**src/design/ede_pkg.sv**
```systemverilog
// Shared types and constants for the ext2 directory entry scanner.
package ede_pkg;

  localparam int unsigned HEADER_BYTES = 8;

  // result kinds
  localparam logic [1:0] KIND_ENTRY = 2'd0;
  localparam logic [1:0] KIND_NAME  = 2'd1;
  localparam logic [1:0] KIND_STOP  = 2'd2;

  // configuration register indexes
  localparam logic [1:0] REG_BLOCK_SIZE_LOG2 = 2'd0;
  localparam logic [1:0] REG_HAS_FILE_TYPE   = 2'd1;

  localparam logic [1:0] REC_ALIGN_MASK = 2'b11;

  localparam logic [4:0] LOG2_MIN = 5'd10;
  localparam logic [4:0] LOG2_MAX = 5'd16;

  typedef struct packed {
    logic [4:0] block_size_log2;
    logic       has_file_type;
  } cfg_t;

  typedef struct packed {
    logic [7:0] data_byte;
    logic       first_byte;
  } item_t;

  typedef struct packed {
    logic [1:0]  kind;
    logic [31:0] inode_number;
    logic [15:0] record_length;
    logic [7:0]  name_length;
    logic [7:0]  file_type;
    logic [15:0] entry_offset;
    logic [7:0]  name_char;
    logic        last_of_entry;
  } result_t;

endpackage

```
**src/design/ede_front.sv**
```systemverilog
// Input side: accepts bytes and holds them in a short queue for the scanner.
module ede_front #(
  parameter int unsigned DEPTH = 4
) (
  input  logic           clk_i,
  input  logic           rst_ni,
  input  logic           in_valid_i,
  output logic           in_stall_o,
  input  ede_pkg::item_t item_i,
  output logic           item_valid_o,
  input  logic           item_pop_i,
  output ede_pkg::item_t item_o
);

  localparam int unsigned PTR_W = (DEPTH > 1) ? $clog2(DEPTH) : 1;
  localparam int unsigned CNT_W = $clog2(DEPTH + 1);
  localparam logic [PTR_W-1:0] PTR_LAST = PTR_W'(DEPTH - 1);
  localparam logic [CNT_W-1:0] CNT_FULL = CNT_W'(DEPTH);

  ede_pkg::item_t slots_q [DEPTH];

  logic [PTR_W-1:0] wr_ptr_q, wr_ptr_d;
  logic [PTR_W-1:0] rd_ptr_q, rd_ptr_d;
  logic [CNT_W-1:0] count_q, count_d;
  logic             push, pop;

  assign in_stall_o   = (count_q == CNT_FULL);
  assign push         = in_valid_i && !in_stall_o;
  assign item_valid_o = (count_q != '0);
  assign pop          = item_pop_i && item_valid_o;
  assign item_o       = slots_q[rd_ptr_q];

  always_comb begin
    wr_ptr_d = wr_ptr_q;
    rd_ptr_d = rd_ptr_q;
    count_d  = count_q;
    if (push) begin
      wr_ptr_d = (wr_ptr_q == PTR_LAST) ? '0 : wr_ptr_q + PTR_W'(1);
    end
    if (pop) begin
      rd_ptr_d = (rd_ptr_q == PTR_LAST) ? '0 : rd_ptr_q + PTR_W'(1);
    end
    if (push && !pop) begin
      count_d = count_q + CNT_W'(1);
    end else if (pop && !push) begin
      count_d = count_q - CNT_W'(1);
    end
  end

  always_ff @(posedge clk_i or negedge rst_ni) begin
    if (!rst_ni) begin
      wr_ptr_q <= '0;
      rd_ptr_q <= '0;
      count_q  <= '0;
    end else begin
      wr_ptr_q <= wr_ptr_d;
      rd_ptr_q <= rd_ptr_d;
      count_q  <= count_d;
    end
  end

  always_ff @(posedge clk_i) begin
    if (push) begin
      slots_q[wr_ptr_q] <= item_i;
    end
  end

endmodule

```
**src/design/ede_back.sv**
```systemverilog
// Scanner: walks the directory block byte by byte and registers the results.
module ede_back (
  input  logic             clk_i,
  input  logic             rst_ni,
  input  ede_pkg::cfg_t    cfg_i,
  input  logic             item_valid_i,
  input  ede_pkg::item_t   item_i,
  output logic             item_pop_o,
  output logic             out_valid_o,
  input  logic             out_stall_i,
  output ede_pkg::result_t res_o
);

  localparam logic [16:0] HDR_17 = 17'(ede_pkg::HEADER_BYTES);
  localparam logic [15:0] HDR_16 = 16'(ede_pkg::HEADER_BYTES);
  localparam logic [3:0]  HDR_4  = 4'(ede_pkg::HEADER_BYTES);

  logic [16:0] off_q, off_d;
  logic [15:0] start_q, start_d;
  logic [55:0] hdr_q, hdr_d;
  logic [3:0]  cnt_q, cnt_d;
  logic [7:0]  name_q, name_d;
  logic [15:0] skip_q, skip_d;
  logic        stop_q, stop_d;

  logic             out_valid_q, out_valid_d;
  ede_pkg::result_t res_q, res_d;

  // state as seen by this byte, after a block restart
  logic [16:0] off_e;
  logic [15:0] start_e;
  logic [3:0]  cnt_e;
  logic [7:0]  name_e;
  logic [15:0] skip_e;
  logic        stop_e;

  logic [4:0]       lg;
  logic [16:0]      bs;
  logic [7:0]       b;
  logic [31:0]      ino;
  logic [15:0]      rec;
  logic [7:0]       nl;
  logic             bad;
  logic             emit;
  logic             advance;
  logic             next_entry;
  ede_pkg::result_t res;

  assign advance    = !out_valid_q || !out_stall_i;
  assign item_pop_o = item_valid_i && advance;

  assign b   = item_i.data_byte;
  assign ino = hdr_q[31:0];
  assign rec = hdr_q[47:32];
  assign nl  = hdr_q[55:48];

  always_comb begin
    if (cfg_i.block_size_log2 < ede_pkg::LOG2_MIN) begin
      lg = ede_pkg::LOG2_MIN;
    end else if (cfg_i.block_size_log2 > ede_pkg::LOG2_MAX) begin
      lg = ede_pkg::LOG2_MAX;
    end else begin
      lg = cfg_i.block_size_log2;
    end
    bs = 17'(1) << lg;
  end

  assign bad = (rec < HDR_16) || ((rec[1:0] & ede_pkg::REC_ALIGN_MASK) != 2'b00) ||
               ((17'(start_e) + 17'(rec)) > bs) || ((16'(nl) + HDR_16) > rec);

  always_comb begin
    if (item_i.first_byte) begin
      off_e   = '0;
      start_e = '0;
      cnt_e   = '0;
      name_e  = '0;
      skip_e  = '0;
      stop_e  = 1'b0;
    end else begin
      off_e   = off_q;
      start_e = start_q;
      cnt_e   = cnt_q;
      name_e  = name_q;
      skip_e  = skip_q;
      stop_e  = stop_q;
    end

    off_d      = off_e;
    start_d    = start_e;
    hdr_d      = hdr_q;
    cnt_d      = cnt_e;
    name_d     = name_e;
    skip_d     = skip_e;
    stop_d     = stop_e;
    emit       = 1'b0;
    next_entry = 1'b0;
    res        = '0;

    if (!stop_e && (off_e < bs)) begin
      off_d = off_e + 17'(1);
      if (cnt_e < HDR_4) begin
        if ((cnt_e == 4'd0) && ((18'(off_e) + 18'(HDR_17)) > 18'(bs))) begin
          // short tail: quiet end of block
          stop_d = 1'b1;
        end else begin
          cnt_d = cnt_e + 4'd1;
          if (cnt_e[2:0] != 3'd7) begin
            hdr_d[{cnt_e[2:0], 3'b000} +: 8] = b;
          end else begin
            res.entry_offset = start_e;
            if (bad) begin
              res.kind          = ede_pkg::KIND_STOP;
              res.record_length = rec;
              emit              = 1'b1;
              stop_d            = 1'b1;
            end else if (ino != 32'd0) begin
              res.kind          = ede_pkg::KIND_ENTRY;
              res.inode_number  = ino;
              res.record_length = rec;
              res.name_length   = nl;
              res.file_type     = cfg_i.has_file_type ? b : 8'd0;
              res.last_of_entry = (nl == 8'd0);
              emit              = 1'b1;
              name_d            = nl;
              skip_d            = rec - HDR_16 - 16'(nl);
              next_entry        = (nl == 8'd0) && (rec == HDR_16 + 16'(nl));
            end else begin
              name_d     = 8'd0;
              skip_d     = rec - HDR_16;
              next_entry = (rec == HDR_16);
            end
          end
        end
      end else if (name_e != 8'd0) begin
        name_d            = name_e - 8'd1;
        res.kind          = ede_pkg::KIND_NAME;
        res.entry_offset  = start_e;
        res.name_char     = b;
        res.last_of_entry = (name_e == 8'd1);
        emit              = 1'b1;
        next_entry        = (name_e == 8'd1) && (skip_e == 16'd0);
      end else if (skip_e != 16'd0) begin
        skip_d     = skip_e - 16'd1;
        next_entry = (skip_e == 16'd1);
      end else begin
        next_entry = 1'b1;
      end
      if (next_entry) begin
        cnt_d   = '0;
        start_d = off_e[15:0] + 16'd1;
      end
    end
  end

  always_comb begin
    out_valid_d = out_valid_q;
    res_d       = res_q;
    if (item_pop_o) begin
      out_valid_d = emit;
      res_d       = res;
    end else if (!out_stall_i) begin
      out_valid_d = 1'b0;
    end
  end

  always_ff @(posedge clk_i or negedge rst_ni) begin
    if (!rst_ni) begin
      off_q       <= '0;
      start_q     <= '0;
      cnt_q       <= '0;
      name_q      <= '0;
      skip_q      <= '0;
      stop_q      <= 1'b0;
      out_valid_q <= 1'b0;
    end else begin
      out_valid_q <= out_valid_d;
      if (item_pop_o) begin
        off_q   <= off_d;
        start_q <= start_d;
        cnt_q   <= cnt_d;
        name_q  <= name_d;
        skip_q  <= skip_d;
        stop_q  <= stop_d;
      end
    end
  end

  always_ff @(posedge clk_i) begin
    res_q <= res_d;
    if (item_pop_o) begin
      hdr_q <= hdr_d;
    end
  end

  assign out_valid_o = out_valid_q;
  assign res_o       = res_q;

endmodule

```
**src/design/ext2_dir_entry_scanner.sv**
```systemverilog
// Top level of the ext2 directory entry scanner: queue, scanner and config registers.
//
//  channel  direction  handshake              payload
//  in       input      in_valid_i/in_stall_o  data_byte_i, first_byte_i
//  out      output     out_valid_o/out_stall_i kind_o .. last_of_entry_o
//  cfg      input      cfg_we_i               cfg_index_i, cfg_data_i
//
// One byte per cycle sustained while the output is not stalled; a result passes
// through a queue slot, then the scanner output register, after its byte is taken.
// The queue holds QUEUE_DEPTH items, so input runs on while the output stalls
// until the queue fills; the scanner waits only when its output register is
// full and stalled. Reset clears the scan state and sets block size 1024 with
// file types reported; no clearing pass is needed.
module ext2_dir_entry_scanner #(
  parameter int unsigned QUEUE_DEPTH = 4
) (
  input  logic        clk_i,
  input  logic        rst_ni,
  input  logic        in_valid_i,
  output logic        in_stall_o,
  input  logic [7:0]  data_byte_i,
  input  logic        first_byte_i,
  output logic        out_valid_o,
  input  logic        out_stall_i,
  output logic [1:0]  kind_o,
  output logic [31:0] inode_number_o,
  output logic [15:0] record_length_o,
  output logic [7:0]  name_length_o,
  output logic [7:0]  file_type_o,
  output logic [15:0] entry_offset_o,
  output logic [7:0]  name_char_o,
  output logic        last_of_entry_o,
  input  logic        cfg_we_i,
  input  logic [1:0]  cfg_index_i,
  input  logic [4:0]  cfg_data_i
);

  ede_pkg::cfg_t    cfg_q;
  ede_pkg::item_t   in_item;
  ede_pkg::item_t   q_item;
  ede_pkg::result_t res;
  logic             q_valid;
  logic             q_pop;

  always_ff @(posedge clk_i or negedge rst_ni) begin
    if (!rst_ni) begin
      cfg_q.block_size_log2 <= ede_pkg::LOG2_MIN;
      cfg_q.has_file_type   <= 1'b1;
    end else if (cfg_we_i) begin
      case (cfg_index_i)
        ede_pkg::REG_BLOCK_SIZE_LOG2: cfg_q.block_size_log2 <= cfg_data_i;
        ede_pkg::REG_HAS_FILE_TYPE:   cfg_q.has_file_type   <= cfg_data_i[0];
        default: ;
      endcase
    end
  end

  assign in_item.data_byte  = data_byte_i;
  assign in_item.first_byte = first_byte_i;

  ede_front #(
    .DEPTH(QUEUE_DEPTH)
  ) u_front (
    .clk_i       (clk_i),
    .rst_ni      (rst_ni),
    .in_valid_i  (in_valid_i),
    .in_stall_o  (in_stall_o),
    .item_i      (in_item),
    .item_valid_o(q_valid),
    .item_pop_i  (q_pop),
    .item_o      (q_item)
  );

  ede_back u_back (
    .clk_i       (clk_i),
    .rst_ni      (rst_ni),
    .cfg_i       (cfg_q),
    .item_valid_i(q_valid),
    .item_i      (q_item),
    .item_pop_o  (q_pop),
    .out_valid_o (out_valid_o),
    .out_stall_i (out_stall_i),
    .res_o       (res)
  );

  assign kind_o          = res.kind;
  assign inode_number_o  = res.inode_number;
  assign record_length_o = res.record_length;
  assign name_length_o   = res.name_length;
  assign file_type_o     = res.file_type;
  assign entry_offset_o  = res.entry_offset;
  assign name_char_o     = res.name_char;
  assign last_of_entry_o = res.last_of_entry;

endmodule

```
**config.mk**
```make
export PLATFORM = sky130hd
export DESIGN_NAME = ext2_dir_entry_scanner
export DESIGN_NICKNAME = d
export VERILOG_FILES = /design/src/design/ede_pkg.sv /design/src/design/ede_front.sv /design/src/design/ede_back.sv /design/src/design/ext2_dir_entry_scanner.sv
export SDC_FILE = /design/constraint.sdc
export NUM_CORES = 1
export LEC_CHECK = 0
export BUFFER_PORTS_ARGS = -buffer_cell sky130_fd_sc_hd__buf_2
export CORE_UTILIZATION = 43
export DETAILED_ROUTE_END_ITERATION = 8
export MAX_ROUTING_LAYER = met4
export REMOVE_ABC_BUFFERS = 1
export SLEW_MARGIN = 5
export SYNTH_ARGS = -nofsm -noshare
export SYNTH_HDL_FRONTEND = slang
export SYNTH_SLANG_ARGS = --single-unit
```
**constraint.sdc**
```tcl
create_clock -name clk_i -period 10.87 [get_ports clk_i]
set_clock_uncertainty 0.15 [all_clocks]
set_input_delay 2.174 -clock clk_i [delete_from_list [all_inputs] [get_ports clk_i]]
set_output_delay 2.174 -clock clk_i [all_outputs]
set_load 0.005 [all_outputs]
```
==> results.md <==
- The wire length on met1 is 18600 um.
- The routed wire length is 40400 um.
- Based on the critical path, the design can be clocked at up to 0.141 GHz.
- Synthesis produced a netlist whose cell count is 1484.
- The highest metal layer carrying signal wires in the routed design is met4.
- The buffers inserted during post-CTS setup optimization is 0.
- The average routed wire per standard cell is 19.4 um.
- The vias per cell is 5.67.
- Of the cells placed in the final design, the portion with a size suffix greater than 1 is 14.2%.
- Counting instances in the post-synthesis netlist gives the leading cell types as sky130_fd_sc_hd__edfxtp_1 (183), sky130_fd_sc_hd__nor2_1 (161), sky130_fd_sc_hd__nand2_1 (128).
- The total overflow left after global routing is 0.
- TritonCTS built the clock tree.
- The cell area after synthesis is 0.0153 mm2.
- The dominant cell by count in the synthesized netlist is sky130_fd_sc_hd__edfxtp_1.
- The number of flops mapped to enable cells by yosys is 183.
- The final-stage net count is 1728.
- The vias after detailed routing is 11800.
- VDD sags by at most 0.119 mV.
- The count of boundary I/O pins is 114.
- The antenna cell count is 0.
- The endpoint type of the worst setup path is a flop.
- Traced cell by cell, the critical path runs through mux4_2 > nor2b_1 > ha_1 > fa_1 > o21ai_0 > o22ai_1 > a21boi_0 > nor2_1 > maj3_1 > nor2_1 > nor2_1 > o21ai_0 > xnor2_1 > ha_1 > a21o_1 > a21oi_1 > nor2b_1 > o31ai_1 > o2111ai_1 > a211oi_2 > nand2_2 > o32ai_1 > a21oi_1.
- In this run the tightest slew margin relative to its limit is 18.2%.
- The static leakage is 7.53 nW.
- The number of storage elements in the synthesis netlist is 259.
- The worst stage delay on the critical path is 970 ps.
- The met2 wire length is 18700 um.
- Across the run, the number of max-cap violations was 0.
- The data required time at the worst endpoint is 11150 ps.
- The CTS root buffer is sky130_fd_sc_hd__clkbuf_16.
- The count of final setup violators is 0.
- The die covers 0.0363 mm2.
- The critical-path maximum fanout is 28.
- Entering global routing, the biggest net connects 73 pins.
- The type of the tightest min-delay check is flop to flop.
- The largest total area in the synthesized netlist belongs to sky130_fd_sc_hd__edfxtp_1.
- The post-cts hold buffer count is 0.
- The final critical path takes up 65.1% of the cycle.
- Routability-driven placement finished with a final weighted congestion of 0.916.
- The total routing resource utilization after global routing is 23.1%.
- From synthesis to final layout, the design area changed by 13.7%.
- For this run, the detailed router's first-pass iteration total came to 5.
- The initial antenna violation count is 0.
- For the worst-skew pair, the clock arrives at the later sink with an insertion delay of 560 ps.
- For the finished layout, the period the worst path requires is 7080 ps.
- The depth of the CTS H-tree is 1.
- The wire length of the first global-routing pass is 63300 um.
- For this run, the number of Yosys warnings is 0.
- The core region is 0.0348 mm2.
- The async set-or-reset flop fraction in the synthesized netlist is 29.3%.
- Counting the buffers created by CTS gives 27.
- For the pin with the worst max-slew slack, the measured transition is 1220 ps.
- The number of global-route vias before repair is 11200.
- Setup total negative slack on the finished layout was measured at 0 ps.
- The average size of a mapped cell is 10.3 um2.
- The remaining number of nets flagged by the antenna check after routing is 0.
- Dividing total power by cell area gives a power density of 237 mW/mm2.
- Among all flip-flop cells after synthesis, the most frequent one is sky130_fd_sc_hd__edfxtp_1.
- The run finished with clean final reports.
- Data on the critical path arrives at its endpoint at 7360 ps.
- The number of endpoints with negative hold slack in the final report is 0.
- The die is 191 um tall.
- The critical path's slowest cell is sky130_fd_sc_hd__dfrtp_1.
- The critical path start-end classification is flop to flop.
- The horizontal die dimension is 191 um.
- The maximum clock insertion buffer count is 3.
- The top cell type's share of synthesized area is 35.9%.
- The final hold slack is 344 ps.
- The initial utilization of the core area, before any placement, comes to 44.0%.
- The number of gates resized after CTS is 0.
- STA classifies the critical path startpoint as a flop.
- The cell occurring most often along the worst timing path is sky130_fd_sc_hd__nor2_1.
- In this run the core area contains 68 standard-cell rows.
- The clock slew at the register clock pins of the worst setup and hold paths is 60 ps.
- The number of slew-limit violations in the final report came to 0.
- The number of input and output port buffers inserted is 113.
- For this run, the register share of the synthesized area comes to 48.4%.
- By area the synthesized netlist is led by sky130_fd_sc_hd__edfxtp_1 (36%), sky130_fd_sc_hd__dfrtp_1 (12%), sky130_fd_sc_hd__ha_1 (7.7%).
- In the routed design, unresolved DRC markers number 0.
- Setup repair after global routing left no endpoint under its margin.
- The total half-perimeter wirelength after legalization and detailed placement is 29500 um.
- The distinct cell type count of the synthesized netlist is 101.
- The detailed router finished its first iteration with 878 violations.
- The number of sinks on the clock net is 259.
- The routed length on met3 is 2350 um.
-- metrics by stage --
stage | total power [mW] | std cells | util, % | setup WS [ps] | area (um2)
floorplan | 2.48 | 1452 | - | 3460 | 15100
global placement | 3.07 | 2036 | 47.1 | 3990 | 16400
detailed placement | 3.09 | 2036 | 47.1 | 3850 | 16400
CTS | 4.13 | 2084 | 50.0 | 3830 | 17400
global route | 4.35 | 2084 | 50.0 | 3310 | 17400
finish | 4.12 | 2084 | 50.0 | 3790 | 17400
-- flip-flops by register name (all words and copies together) (netlist names), 3 cells and up --
register and cells:
u_back.hdr_q 56, u_back.name_q 8, u_back.start_q 16, u_back.cnt_q 4, u_back.skip_q 16, u_back.res_o 91
u_back.off_q 17, u_front.slots_q 36, cfg_q 6, u_front.count_q 3
-- worst max-delay path: cells and delay by family, from the launching register on --
kind	cells	cell delay (ps)
flip-flops	1	970
AO/OA/AOI/OAI	11	2820
AND/OR/NAND/NOR	6	940
adder cells (fa/ha/maj)	4	1360
multiplexers	1	530
XOR/XNOR	1	170
-- cells in the final DEF, fill, tap and decap left out, drive strengths merged, types with 10 or more instances in the layout --
| cell | n |
|---|---|
| nor3 | 42 |
| nor2 | 162 |
| nor4 | 22 |
| a21oi | 58 |
| nand2 | 133 |
| o21ai | 75 |
| edfxtp | 183 |
| o31ai | 11 |
| a211oi | 10 |
| mux2 | 15 |
| buf | 129 |
| nand3 | 42 |
| o21a | 11 |
| dfrtp | 73 |
| conb | 27 |
| xnor2 | 50 |
| clkbuf | 29 |
| or2 | 12 |
| a31oi | 10 |
| xor2 | 21 |
| clkinv | 11 |
| inv | 68 |
| a21o | 20 |
| ha | 94 |
| and2 | 69 |
| mux2i | 28 |
| nor2b | 34 |
| nand4 | 30 |
-- path summary, 6_finish.rpt --
path,from,endpoint,slack (ps),cells past startpoint
max,u_front.rd_ptr_q[1]$_DFFE_PN0P_,u_back.skip_q[0]$_DFFE_PN0P_,3790,23
min,u_front.count_q[2]$_DFFE_PN0P_,u_front.count_q[2]$_DFFE_PN0P_,340,1
max reg2reg,u_front.rd_ptr_q[1]$_DFFE_PN0P_,u_back.skip_q[0]$_DFFE_PN0P_,3790,23
min reg2reg,u_front.count_q[2]$_DFFE_PN0P_,u_front.count_q[2]$_DFFE_PN0P_,340,1
max in group asynchronous,rst_ni,u_back.out_valid_o$_DFFE_PN0P_,8120,2
min in group asynchronous,rst_ni,cfg_q[3]$_DFFE_PN0P_,1250,1
-- logic make-up after synthesis --
family,share of synthesized area (%)
other,0.0491
adders and majority gates,8.21
buffers and inverters,3.43
xor gates and xnor gates,4.06
AOI/OAI and AO/OA,13.0
muxes,3.11
and+or+nand+nor,19.7
DFF,48.4
-- layer usage --
metal  global-route usage (%)  up-vias
li1                         -     5666
met1                     31.8     5713
met2                     36.1      382
met3                     2.93       58
met4                     5.78        0
met5                        -        -
-- power breakdown --
part | switching [mW] | internal, mW | leakage, nW
Clock | 0.395 | 0.645 | 0.482
Sequential | 0.161 | 1.37 | 2.98
Combinational | 1.01 | 0.529 | 4.07
-- layout make-up --
cell class | instances | area, um2
fill | 3153 | 17400
clock inverter | 19 | 314
sequential | 259 | 7400
timing repair buffer | 129 | 688
inverter | 69 | 262
clock buffer | 29 | 683
tap | 455 | 569
multi-input combinational | 1124 | 7480
Note: power is estimated with default switching activity, not from simulation.
